## config.mk

```make
export PLATFORM = sky130hd
export DESIGN_NAME = hex_dump_record_to_byte_writes_unit
export DESIGN_NICKNAME = d
export VERILOG_FILES = /design/src/hw/rtl/hdbw_pkg.sv /design/src/hw/rtl/hdbw_front.sv /design/src/hw/rtl/hdbw_queue.sv /design/src/hw/rtl/hdbw_back.sv /design/src/hw/rtl/hex_dump_record_to_byte_writes_unit.sv
export SDC_FILE = /design/constraint.sdc
export NUM_CORES = 1
export LEC_CHECK = 0
export BUFFER_PORTS_ARGS = -buffer_cell sky130_fd_sc_hd__buf_2
export CAP_MARGIN = 25
export CORE_MARGIN = 4
export CORE_UTILIZATION = 40
export CTS_CLUSTER_SIZE = 25
export DETAILED_ROUTE_END_ITERATION = 8
export SKIP_LAST_GASP = 1
export SYNTH_ARGS = -nofsm -noshare
export SYNTH_HDL_FRONTEND = slang
export SYNTH_HIERARCHICAL = 1
export SYNTH_SLANG_ARGS = --single-unit
```

## constraint.sdc

```tcl
create_clock -name clk_i -period 5.2 [get_ports clk_i]
set_input_delay 0.52 -clock clk_i [delete_from_list [all_inputs] [get_ports clk_i]]
set_output_delay 0.52 -clock clk_i [all_outputs]
set_load 0.01 [all_outputs]
```

## src/hw/rtl/hdbw_pkg.sv

```systemverilog
// ----------------------------------------------------------------------------
// hdbw_pkg: shared types and constants for the hex dump record parser
// Character token carried from the classifier to the parser, parser phases
// and result codes.
// ----------------------------------------------------------------------------
package hdbw_pkg;

  localparam int unsigned DigitW    = 9;   // digit value, two's complement
  localparam int unsigned LineBytes = 16;
  localparam int unsigned MaxBlanks = 3;

  localparam logic [7:0] ChEol  = 8'h0A;
  localparam logic [7:0] ChNul  = 8'h00;
  localparam logic [7:0] ChSp   = 8'h20;
  localparam logic [7:0] ChSl   = 8'h2F;
  localparam logic [7:0] ChCol  = 8'h3A;
  localparam logic [7:0] ChNine = 8'h39;
  localparam logic [7:0] ChLa   = 8'h61;
  localparam logic [7:0] ChLz   = 8'h7A;

  localparam logic [DigitW-1:0] OffZero  = 9'd48;  // '0'
  localparam logic [DigitW-1:0] OffUpper = 9'd55;  // 'A' - 10
  localparam logic [DigitW-1:0] OffLower = 9'd87;  // 'a' - 10

  typedef enum logic [1:0] {
    ERR_NO_SLASH = 2'd0,
    ERR_NO_COLON = 2'd1,
    ERR_OFS_DIFF = 2'd2
  } err_code_e;

  typedef enum logic {
    KIND_WRITE = 1'b0,
    KIND_ERROR = 1'b1
  } res_kind_e;

  typedef enum logic [3:0] {
    PH_LEAD,
    PH_DEC,
    PH_DEC_SP,
    PH_HEX_LEAD,
    PH_HEX,
    PH_HEX_SP,
    PH_BYTES_LEAD,
    PH_NIB2,
    PH_GAP,
    PH_SKIP
  } phase_e;

  typedef struct packed {
    logic              eol;
    logic              blank;
    logic              slash;
    logic              colon;
    logic [DigitW-1:0] dec_dig;
    logic [DigitW-1:0] hex_dig;
  } tok_t;

endpackage

```

## src/hw/rtl/hdbw_front.sv

```systemverilog
// ----------------------------------------------------------------------------
// hdbw_front: character classifier
// Decodes each incoming character into delimiter flags and digit values and
// hands the token to the queue.
// ----------------------------------------------------------------------------
module hdbw_front (
  input  logic          s_axis_tvalid,
  output logic          s_axis_tready,
  input  logic [7:0]    s_axis_tdata,   // [7:0] ch
  output logic          tok_valid_o,
  input  logic          tok_ready_i,
  output hdbw_pkg::tok_t tok_o
);
  import hdbw_pkg::*;

  logic [DigitW-1:0] ch_ext;

  assign ch_ext = {1'b0, s_axis_tdata};

  always_comb begin
    tok_o.eol     = (s_axis_tdata == ChEol) || (s_axis_tdata == ChNul);
    tok_o.blank   = (s_axis_tdata == ChSp);
    tok_o.slash   = (s_axis_tdata == ChSl);
    tok_o.colon   = (s_axis_tdata == ChCol);
    tok_o.dec_dig = ch_ext - OffZero;
    // unchecked digits: anything goes, negatives wrap in two's complement
    if (s_axis_tdata <= ChNine) begin
      tok_o.hex_dig = ch_ext - OffZero;
    end else if ((s_axis_tdata >= ChLa) && (s_axis_tdata <= ChLz)) begin
      tok_o.hex_dig = ch_ext - OffLower;
    end else begin
      tok_o.hex_dig = ch_ext - OffUpper;
    end
  end

  assign tok_valid_o   = s_axis_tvalid;
  assign s_axis_tready = tok_ready_i;

endmodule

```

## src/hw/rtl/hdbw_queue.sv

```systemverilog
// ----------------------------------------------------------------------------
// hdbw_queue: two-entry token queue
// Decouples the classifier from the parser so either side can stall.
// ----------------------------------------------------------------------------
module hdbw_queue (
  input  logic           clk_i,
  input  logic           rst_ni,
  input  logic           in_valid_i,
  output logic           in_ready_o,
  input  hdbw_pkg::tok_t in_tok_i,
  output logic           out_valid_o,
  input  logic           out_ready_i,
  output hdbw_pkg::tok_t out_tok_o
);
  import hdbw_pkg::*;

  tok_t       mem_q [2];
  logic       wr_ptr_q, wr_ptr_d;
  logic       rd_ptr_q, rd_ptr_d;
  logic [1:0] cnt_q, cnt_d;
  logic       push, pop;

  assign in_ready_o  = (cnt_q != 2'd2);
  assign out_valid_o = (cnt_q != 2'd0);
  assign out_tok_o   = mem_q[rd_ptr_q];

  assign push = in_valid_i && in_ready_o;
  assign pop  = out_valid_o && out_ready_i;

  always_comb begin
    wr_ptr_d = push ? ~wr_ptr_q : wr_ptr_q;
    rd_ptr_d = pop ? ~rd_ptr_q : rd_ptr_q;
    cnt_d    = cnt_q;
    if (push && !pop) begin
      cnt_d = cnt_q + 2'd1;
    end else if (pop && !push) begin
      cnt_d = cnt_q - 2'd1;
    end
  end

  always_ff @(posedge clk_i or negedge rst_ni) begin
    if (!rst_ni) begin
      wr_ptr_q <= 1'b0;
      rd_ptr_q <= 1'b0;
      cnt_q    <= 2'd0;
    end else begin
      wr_ptr_q <= wr_ptr_d;
      rd_ptr_q <= rd_ptr_d;
      cnt_q    <= cnt_d;
    end
  end

  always_ff @(posedge clk_i) begin
    if (push) begin
      mem_q[wr_ptr_q] <= in_tok_i;
    end
  end

endmodule

```

## src/hw/rtl/hdbw_back.sv

```systemverilog
// ----------------------------------------------------------------------------
// hdbw_back: record parser
// Runs the line state machine on classified tokens, accumulates and checks
// the offsets and registers at most one byte write or error word per token.
// ----------------------------------------------------------------------------
module hdbw_back #(
  parameter int unsigned ADDR_WIDTH = 32
) (
  input  logic           clk_i,
  input  logic           rst_ni,
  input  logic           tok_valid_i,
  output logic           tok_ready_o,
  input  hdbw_pkg::tok_t tok_i,
  output logic           m_axis_tvalid,
  input  logic           m_axis_tready,
  output logic [47:0]    m_axis_tdata,  // [31:0] address, [39:32] data, [41:40] error_code
  output logic           m_axis_tuser   // [0] kind
);
  import hdbw_pkg::*;

  localparam int unsigned AW = ADDR_WIDTH;

  phase_e        phase_q, phase_d;
  logic          halted_q, halted_d;
  logic [AW-1:0] dec_q, dec_d;
  logic [AW-1:0] hex_q, hex_d;
  logic [4:0]    nbytes_q, nbytes_d;
  logic [2:0]    blanks_q, blanks_d;
  logic [7:0]    high_q, high_d;

  logic          ovalid_q, ovalid_d;
  logic          okind_q, okind_d;
  logic [31:0]   oaddr_q, oaddr_d;
  logic [7:0]    odata_q, odata_d;
  logic [1:0]    oerr_q, oerr_d;

  logic          fire, run;
  logic [AW-1:0] dec_dig_x, hex_dig_x, dec_acc, hex_acc, wr_addr;
  logic [63:0]   wr_addr_w;
  logic          ofs_eq;
  logic [4:0]    nbytes_inc;
  logic [2:0]    blanks_inc;
  logic          emit_wr, emit_err;
  err_code_e     err_code;

  // a token is taken only when the result slot is free or draining
  assign fire        = tok_valid_i && (!ovalid_q || m_axis_tready);
  assign run         = fire && !halted_q;
  assign tok_ready_o = fire;

  assign dec_dig_x  = {{(AW-DigitW){tok_i.dec_dig[DigitW-1]}}, tok_i.dec_dig};
  assign hex_dig_x  = {{(AW-DigitW){tok_i.hex_dig[DigitW-1]}}, tok_i.hex_dig};
  assign dec_acc    = (dec_q << 3) + (dec_q << 1) + dec_dig_x;
  assign hex_acc    = (hex_q << 4) + hex_dig_x;
  assign ofs_eq     = (dec_q == hex_q);
  assign wr_addr    = dec_q + AW'(nbytes_q);
  assign wr_addr_w  = 64'(wr_addr);
  assign nbytes_inc = nbytes_q + 5'd1;
  assign blanks_inc = blanks_q + 3'd1;

  // next phase and halt
  always_comb begin
    phase_d  = phase_q;
    halted_d = halted_q;
    emit_err = 1'b0;
    emit_wr  = 1'b0;
    err_code = ERR_NO_SLASH;
    if (run) begin
      unique case (phase_q)
        PH_LEAD, PH_DEC: begin
          if (tok_i.eol) begin
            emit_err = 1'b1;
            err_code = ERR_NO_SLASH;
          end else if (tok_i.slash) begin
            phase_d = PH_HEX_LEAD;
          end else if (tok_i.blank) begin
            if (phase_q == PH_DEC) phase_d = PH_DEC_SP;
          end else begin
            phase_d = PH_DEC;
          end
        end
        PH_DEC_SP: begin
          if (tok_i.slash) begin
            phase_d = PH_HEX_LEAD;
          end else if (!tok_i.blank) begin
            emit_err = 1'b1;
            err_code = ERR_NO_SLASH;
          end
        end
        PH_HEX_LEAD, PH_HEX: begin
          if (tok_i.eol) begin
            emit_err = 1'b1;
            err_code = ERR_NO_COLON;
          end else if (tok_i.colon) begin
            if (ofs_eq) begin
              phase_d = PH_BYTES_LEAD;
            end else begin
              emit_err = 1'b1;
              err_code = ERR_OFS_DIFF;
            end
          end else if (tok_i.blank) begin
            if (phase_q == PH_HEX) phase_d = PH_HEX_SP;
          end else begin
            phase_d = PH_HEX;
          end
        end
        PH_HEX_SP: begin
          if (tok_i.colon) begin
            if (ofs_eq) begin
              phase_d = PH_BYTES_LEAD;
            end else begin
              emit_err = 1'b1;
              err_code = ERR_OFS_DIFF;
            end
          end else if (!tok_i.blank) begin
            emit_err = 1'b1;
            err_code = ERR_NO_COLON;
          end
        end
        PH_BYTES_LEAD, PH_GAP: begin
          if (tok_i.eol) begin
            phase_d = PH_LEAD;
          end else if (tok_i.blank) begin
            if ((phase_q == PH_GAP) && (blanks_inc > 3'(MaxBlanks))) phase_d = PH_SKIP;
          end else begin
            phase_d = PH_NIB2;
          end
        end
        PH_NIB2: begin
          if (tok_i.eol) begin
            phase_d = PH_LEAD;
          end else begin
            emit_wr = 1'b1;
            phase_d = (nbytes_inc >= 5'(LineBytes)) ? PH_SKIP : PH_GAP;
          end
        end
        PH_SKIP: begin
          if (tok_i.eol) phase_d = PH_LEAD;
        end
        default: begin
          phase_d = PH_LEAD;
        end
      endcase
      if (emit_err) halted_d = 1'b1;
    end
  end

  // line datapath
  always_comb begin
    dec_d    = dec_q;
    hex_d    = hex_q;
    nbytes_d = nbytes_q;
    blanks_d = blanks_q;
    high_d   = high_q;
    if (run) begin
      case (phase_q)
        PH_LEAD, PH_DEC: begin
          if (!tok_i.eol && !tok_i.slash && !tok_i.blank) dec_d = dec_acc;
        end
        PH_HEX_LEAD, PH_HEX: begin
          if (!tok_i.eol && !tok_i.colon && !tok_i.blank) hex_d = hex_acc;
        end
        PH_BYTES_LEAD, PH_GAP: begin
          if (!tok_i.eol) begin
            if (tok_i.blank) begin
              if (phase_q == PH_GAP) blanks_d = blanks_inc;
            end else begin
              high_d = tok_i.hex_dig[7:0];
            end
          end
        end
        PH_NIB2: begin
          if (!tok_i.eol) begin
            nbytes_d = nbytes_inc;
            blanks_d = 3'd0;
          end
        end
        default: begin
        end
      endcase
      // start of a new line clears the line state
      if (tok_i.eol && ((phase_q == PH_BYTES_LEAD) || (phase_q == PH_GAP) ||
                        (phase_q == PH_NIB2) || (phase_q == PH_SKIP))) begin
        dec_d    = '0;
        hex_d    = '0;
        nbytes_d = 5'd0;
        blanks_d = 3'd0;
        high_d   = 8'd0;
      end
    end
  end

  // result word
  always_comb begin
    ovalid_d = ovalid_q;
    okind_d  = okind_q;
    oaddr_d  = oaddr_q;
    odata_d  = odata_q;
    oerr_d   = oerr_q;
    if (fire) begin
      ovalid_d = emit_wr || emit_err;
      okind_d  = emit_err ? KIND_ERROR : KIND_WRITE;
      oaddr_d  = emit_wr ? wr_addr_w[31:0] : 32'd0;
      odata_d  = emit_wr ? ({high_q[3:0], 4'd0} | tok_i.hex_dig[7:0]) : 8'd0;
      oerr_d   = emit_err ? err_code : 2'd0;
    end else if (m_axis_tready) begin
      ovalid_d = 1'b0;
    end
  end

  always_ff @(posedge clk_i or negedge rst_ni) begin
    if (!rst_ni) begin
      phase_q  <= PH_LEAD;
      halted_q <= 1'b0;
      dec_q    <= '0;
      hex_q    <= '0;
      nbytes_q <= 5'd0;
      blanks_q <= 3'd0;
      high_q   <= 8'd0;
      ovalid_q <= 1'b0;
    end else begin
      phase_q  <= phase_d;
      halted_q <= halted_d;
      dec_q    <= dec_d;
      hex_q    <= hex_d;
      nbytes_q <= nbytes_d;
      blanks_q <= blanks_d;
      high_q   <= high_d;
      ovalid_q <= ovalid_d;
    end
  end

  always_ff @(posedge clk_i) begin
    okind_q <= okind_d;
    oaddr_q <= oaddr_d;
    odata_q <= odata_d;
    oerr_q  <= oerr_d;
  end

  assign m_axis_tvalid = ovalid_q;
  assign m_axis_tuser  = okind_q;
  assign m_axis_tdata  = {6'd0, oerr_q, odata_q, oaddr_q};

endmodule

```

## src/hw/rtl/hex_dump_record_to_byte_writes_unit.sv

```systemverilog
// ----------------------------------------------------------------------------
// hex_dump_record_to_byte_writes_unit: hex dump text to byte writes
// Each character is classified, held in the token queue and its result word registered in the parser.
// Throughput: one character per cycle, set by the single-step line parser, while the result output is not stalled.
// The two-entry token queue lets input and output stall independently.
// Reset: asynchronous, active low; parser returns to start of line, unhalted.
// ----------------------------------------------------------------------------
module hex_dump_record_to_byte_writes_unit #(
  parameter int unsigned ADDR_WIDTH = 32
) (
  input  logic        clk_i,
  input  logic        rst_ni,
  input  logic        s_axis_tvalid,
  output logic        s_axis_tready,
  input  logic [7:0]  s_axis_tdata,   // [7:0] ch
  output logic        m_axis_tvalid,
  input  logic        m_axis_tready,
  output logic [47:0] m_axis_tdata,   // [31:0] address, [39:32] data, [41:40] error_code
  output logic        m_axis_tuser    // [0] kind
);
  import hdbw_pkg::*;

  tok_t fr_tok, bk_tok;
  logic fr_valid, fr_ready;
  logic bk_valid, bk_ready;

  hdbw_front u_front (
    .s_axis_tvalid (s_axis_tvalid),
    .s_axis_tready (s_axis_tready),
    .s_axis_tdata  (s_axis_tdata),
    .tok_valid_o   (fr_valid),
    .tok_ready_i   (fr_ready),
    .tok_o         (fr_tok)
  );

  hdbw_queue u_queue (
    .clk_i       (clk_i),
    .rst_ni      (rst_ni),
    .in_valid_i  (fr_valid),
    .in_ready_o  (fr_ready),
    .in_tok_i    (fr_tok),
    .out_valid_o (bk_valid),
    .out_ready_i (bk_ready),
    .out_tok_o   (bk_tok)
  );

  hdbw_back #(
    .ADDR_WIDTH (ADDR_WIDTH)
  ) u_back (
    .clk_i         (clk_i),
    .rst_ni        (rst_ni),
    .tok_valid_i   (bk_valid),
    .tok_ready_o   (bk_ready),
    .tok_i         (bk_tok),
    .m_axis_tvalid (m_axis_tvalid),
    .m_axis_tready (m_axis_tready),
    .m_axis_tdata  (m_axis_tdata),
    .m_axis_tuser  (m_axis_tuser)
  );

endmodule
```

==> flow_summary_export.csv <==
group,metric,value,unit
run_status,status,"complete, no violations",
critical_path,startpoint,"u_queue/rd_ptr_q",
critical_path,required,5.50,ns
pwr,power_leakage,5.56,nW
placement,port_buffers,56,
routing,via_per_inst,5.65,
critical_path,critPathKind,"register to register",
clocking,numCtsBuffers,17,
routing,wire_per_inst,18.7,um
synthesis,ys.warnings.count,6,
global_route,antenna_found_initial,0,
timing,skew,0.0190,ns
clocking,path_clk_slew,0.08,ns
synthesis,ys_ff_latch,173,
synthesis,ys.flop_type,"edfxtp_1",
pwr,ir_drop,0.266,mV
synthesis,avgSynthCellArea,9.88,sq um
cells_and_area,fin_nets,1393,
clocking,root_buffer,"clkbuf_16",
die,rows,63,
critical_path,end_kind,"register",
pwr,power.density,638,nW/um^2
clocking,holdBufCountCts,0,
routing,dr.pass1.iters,5,
synthesis,yosysTopAreaCell,"edfxtp_1",
synthesis,yosys-top-cells-count,"nand2_1 (122), nor2_1 (104), edfxtp_1 (87), dfrtp_1 (86), o21ai_0 (82)",
timing,finalCriticalPeriod,3.77,ns
critical_path,cp_max_fo,16,
die,pin_count,63,
critical_path,worstReg2RegStart,"u_queue/rd_ptr_q",
placement,place_congestion,0.933,
placement,placed_cell_area,12800,sq um
clocking,cts_tree,"yes",
clocking,clk_path_buf_depth,2,
flow_run,drv_cap,0,
die,dieArea,33600,sq um
global_route,grt_use_total,18.8,%
timing,setup_viol,0,
clocking,ctsResizeCount,0,
critical_path,cp-start-kind,"register",
synthesis,synthCells,1245,
clocking,clk_latency,0.44,ns
global_route,grt_max_degree,45,
cells_and_area,regArea,4760,sq um
cells_and_area,drive_above_1_share,12.1,%
die,die_y,183,um
timing,fmaxAchievable,265,MHz
synthesis,ys_seq_area_share,38.7,%
synthesis,synth.cell_area,12300,sq um
global_route,grt_pass1_wl,50.6,mm
synthesis,yosysMostFrequentCell,"nand2_1",
cells_and_area,n_fill_cell,2852,
global_route,grt_pass1_vias,9211,
timing,finalMaxSlewViolations,0,
clocking,postCtsSetupBuffers,0,
routing,dr.first_iter.drc_count,778,
global_route,overflow,0,
min_path,hold_path.class,"input pin to asynchronous set/reset pin",
die,coreArea,30000,sq um
timing,worst_pin_slew,0.916,ns
synthesis,yosys-top-cells-area,"edfxtp_1 (21%), dfrtp_1 (17%), ha_1 (7.8%)",
timing,period_share,72.5,%
timing,hold_viol,0,
timing,rsz0062_at_grt,"no",
synthesis,synth_edf_count,87,
timing,tns,0,ns
cells_and_area,fin_area,13500,sq um
critical_path,arrival,4.07,ns
die,die-width,183,um
routing,wirelength,31.3,mm
cells_and_area,multi_input_area,7050,sq um
clocking,cts.sinks,173,
synthesis,yosys.cell_types.count,88,
routing,route.detailed.drc,0,
cells_and_area,area_delta_synth_final,9.74,%
routing,ant_nets,0,
routing,num_vias,9463,
timing,max_slew_margin,39.0,%
die,initial_utilization,41.1,%
synthesis,yosysTopAreaCellShare,21.2,%
synthesis,synthArstFlopShare,49.7,%
placement,hpwl,23.0,mm
clocking,cts-htree-levels,4,
cells_and_area,diodes,0,
timing,timing.hold.ws,0.100,ns
worst max-delay path, cell delays in order (launching register included):
cell      delay [ns]
dfrtp_1         0.38
mux2_2          0.67
buf_4           0.35
fa_1            0.43
ha_1            0.40
a21oi_1         0.23
o21ai_0         0.15
a211oi_1        0.27
o22ai_1         0.10
a311oi_1        0.34
mux2i_1         0.21
o21ai_0         0.08
area by class of cell:
class / instances / area share [%]
flip-flops and latches: 173 / 35.3
inverters: 38 / 1.06
clock inverters: 15 / 1.60
repair buffers: 68 / 3.06
well taps: 390 / 3.62
clock buffers: 17 / 3.15
multi-input cells: 975 / 52.2
path summary, 6_finish.rpt:
path | slack [ns] | depth (start not counted) | end
max | 1.43 | 11 | u_back/dec_q[29]
min | 0.10 | 1 | u_back/dec_q[2]
max reg2reg | 1.43 | 11 | u_back/dec_q[29]
min reg2reg | 0.50 | 1 | u_back/halted_q
max in group asynchronous | 4.04 | 2 | u_back/dec_q[13]
min in group clk_i | 0.39 | 1 | u_queue/mem_q[0][9]
cells in the final DEF (no fill, tap or decap), types with 7 or more instances in the layout:
master and instances:
nor2_1 103, nand3_1 26, xor2_1 59, ha_1 77, xnor2_1 58, clkbuf_16 17
and3_1 17, a22o_1 19, o22ai_1 8, nor4_1 11, fa_1 31, buf_4 11
a31oi_1 10, a211oi_1 14, o21a_1 7, inv_1 38, dfrtp_1 86, nand4_1 30
a21o_1 14, nand2_1 122, mux2_2 23, o31ai_1 7, a21oi_1 56, edfxtp_1 87
nand2b_1 13, buf_2 55, o211ai_1 9, nor2b_1 11, o21ai_0 82, mux2i_1 8
nor3_1 21, o21bai_1 7, and2_1 18
kinds of logic (layout without fill, tap and decap cells):
kind of cell	Yosys count	count (layout)	synth area share [%]
AOI/OAI and AO/OA	299	299	16.6
xor gates and xnor gates	117	117	8.33
adders and majority gates	108	108	12.9
buffers and inverters	102	138	4.21
DFF	173	173	38.7
muxes	31	31	2.76
other	1	6	0.0305
and+or+nand+nor	414	414	16.5
power breakdown:
part | internal (mW) | leakage (nW) | switching (mW) | total (mW)
combinational | 1.92 | 3.22 | 2.90 | 4.82
sequential | 1.97 | 2.03 | 0.465 | 2.43
clock | 0.675 | 0.307 | 0.681 | 1.36
total | 4.56 | 5.56 | 4.04 | 8.61
through the flow:
| step | power (mW) | worst slack (ns) | utilization (%) | instances |
|---|---|---|---|---|
| 2_1_floorplan | 5.98 | 1.49 | - | 1250 |
| 3_3_place_gp | 7.15 | 1.49 | 42.7 | 1642 |
| 3_5_place_dp | 7.21 | 1.44 | 42.8 | 1643 |
| 4_1_cts | 8.62 | 1.42 | 45.0 | 1675 |
| 5_1_grt | 9.32 | 1.18 | 45.1 | 1676 |
| 6_report | 8.61 | 1.43 | 45.1 | 1676 |
state kept, by name, summed over array words and instances (netlist names), 2 cells and up:
name             flops
u_queue/mem_q       44
u_back/dec_q        32
u_back/hex_q        32
u_back/oaddr_q      32
u_back/odata_q       8
u_back/nbytes_q      5
u_back/high_q        4
u_back/phase_q       4
u_back/blanks_q      3
u_back/oerr_q        2
u_queue/cnt_q        2
layer usage:
metal | global-route usage, % | share of wire [%] | vias up
met5 | 0 | 0 | -
li1 | - | - | 4569
met3 | 3.03 | 4.5 | 56
met1 | 26.6 | 47 | 4587
met2 | 29.3 | 46 | 251
met4 | 6.38 | 2.9 | 0
(Power assumes the default switching activity.)
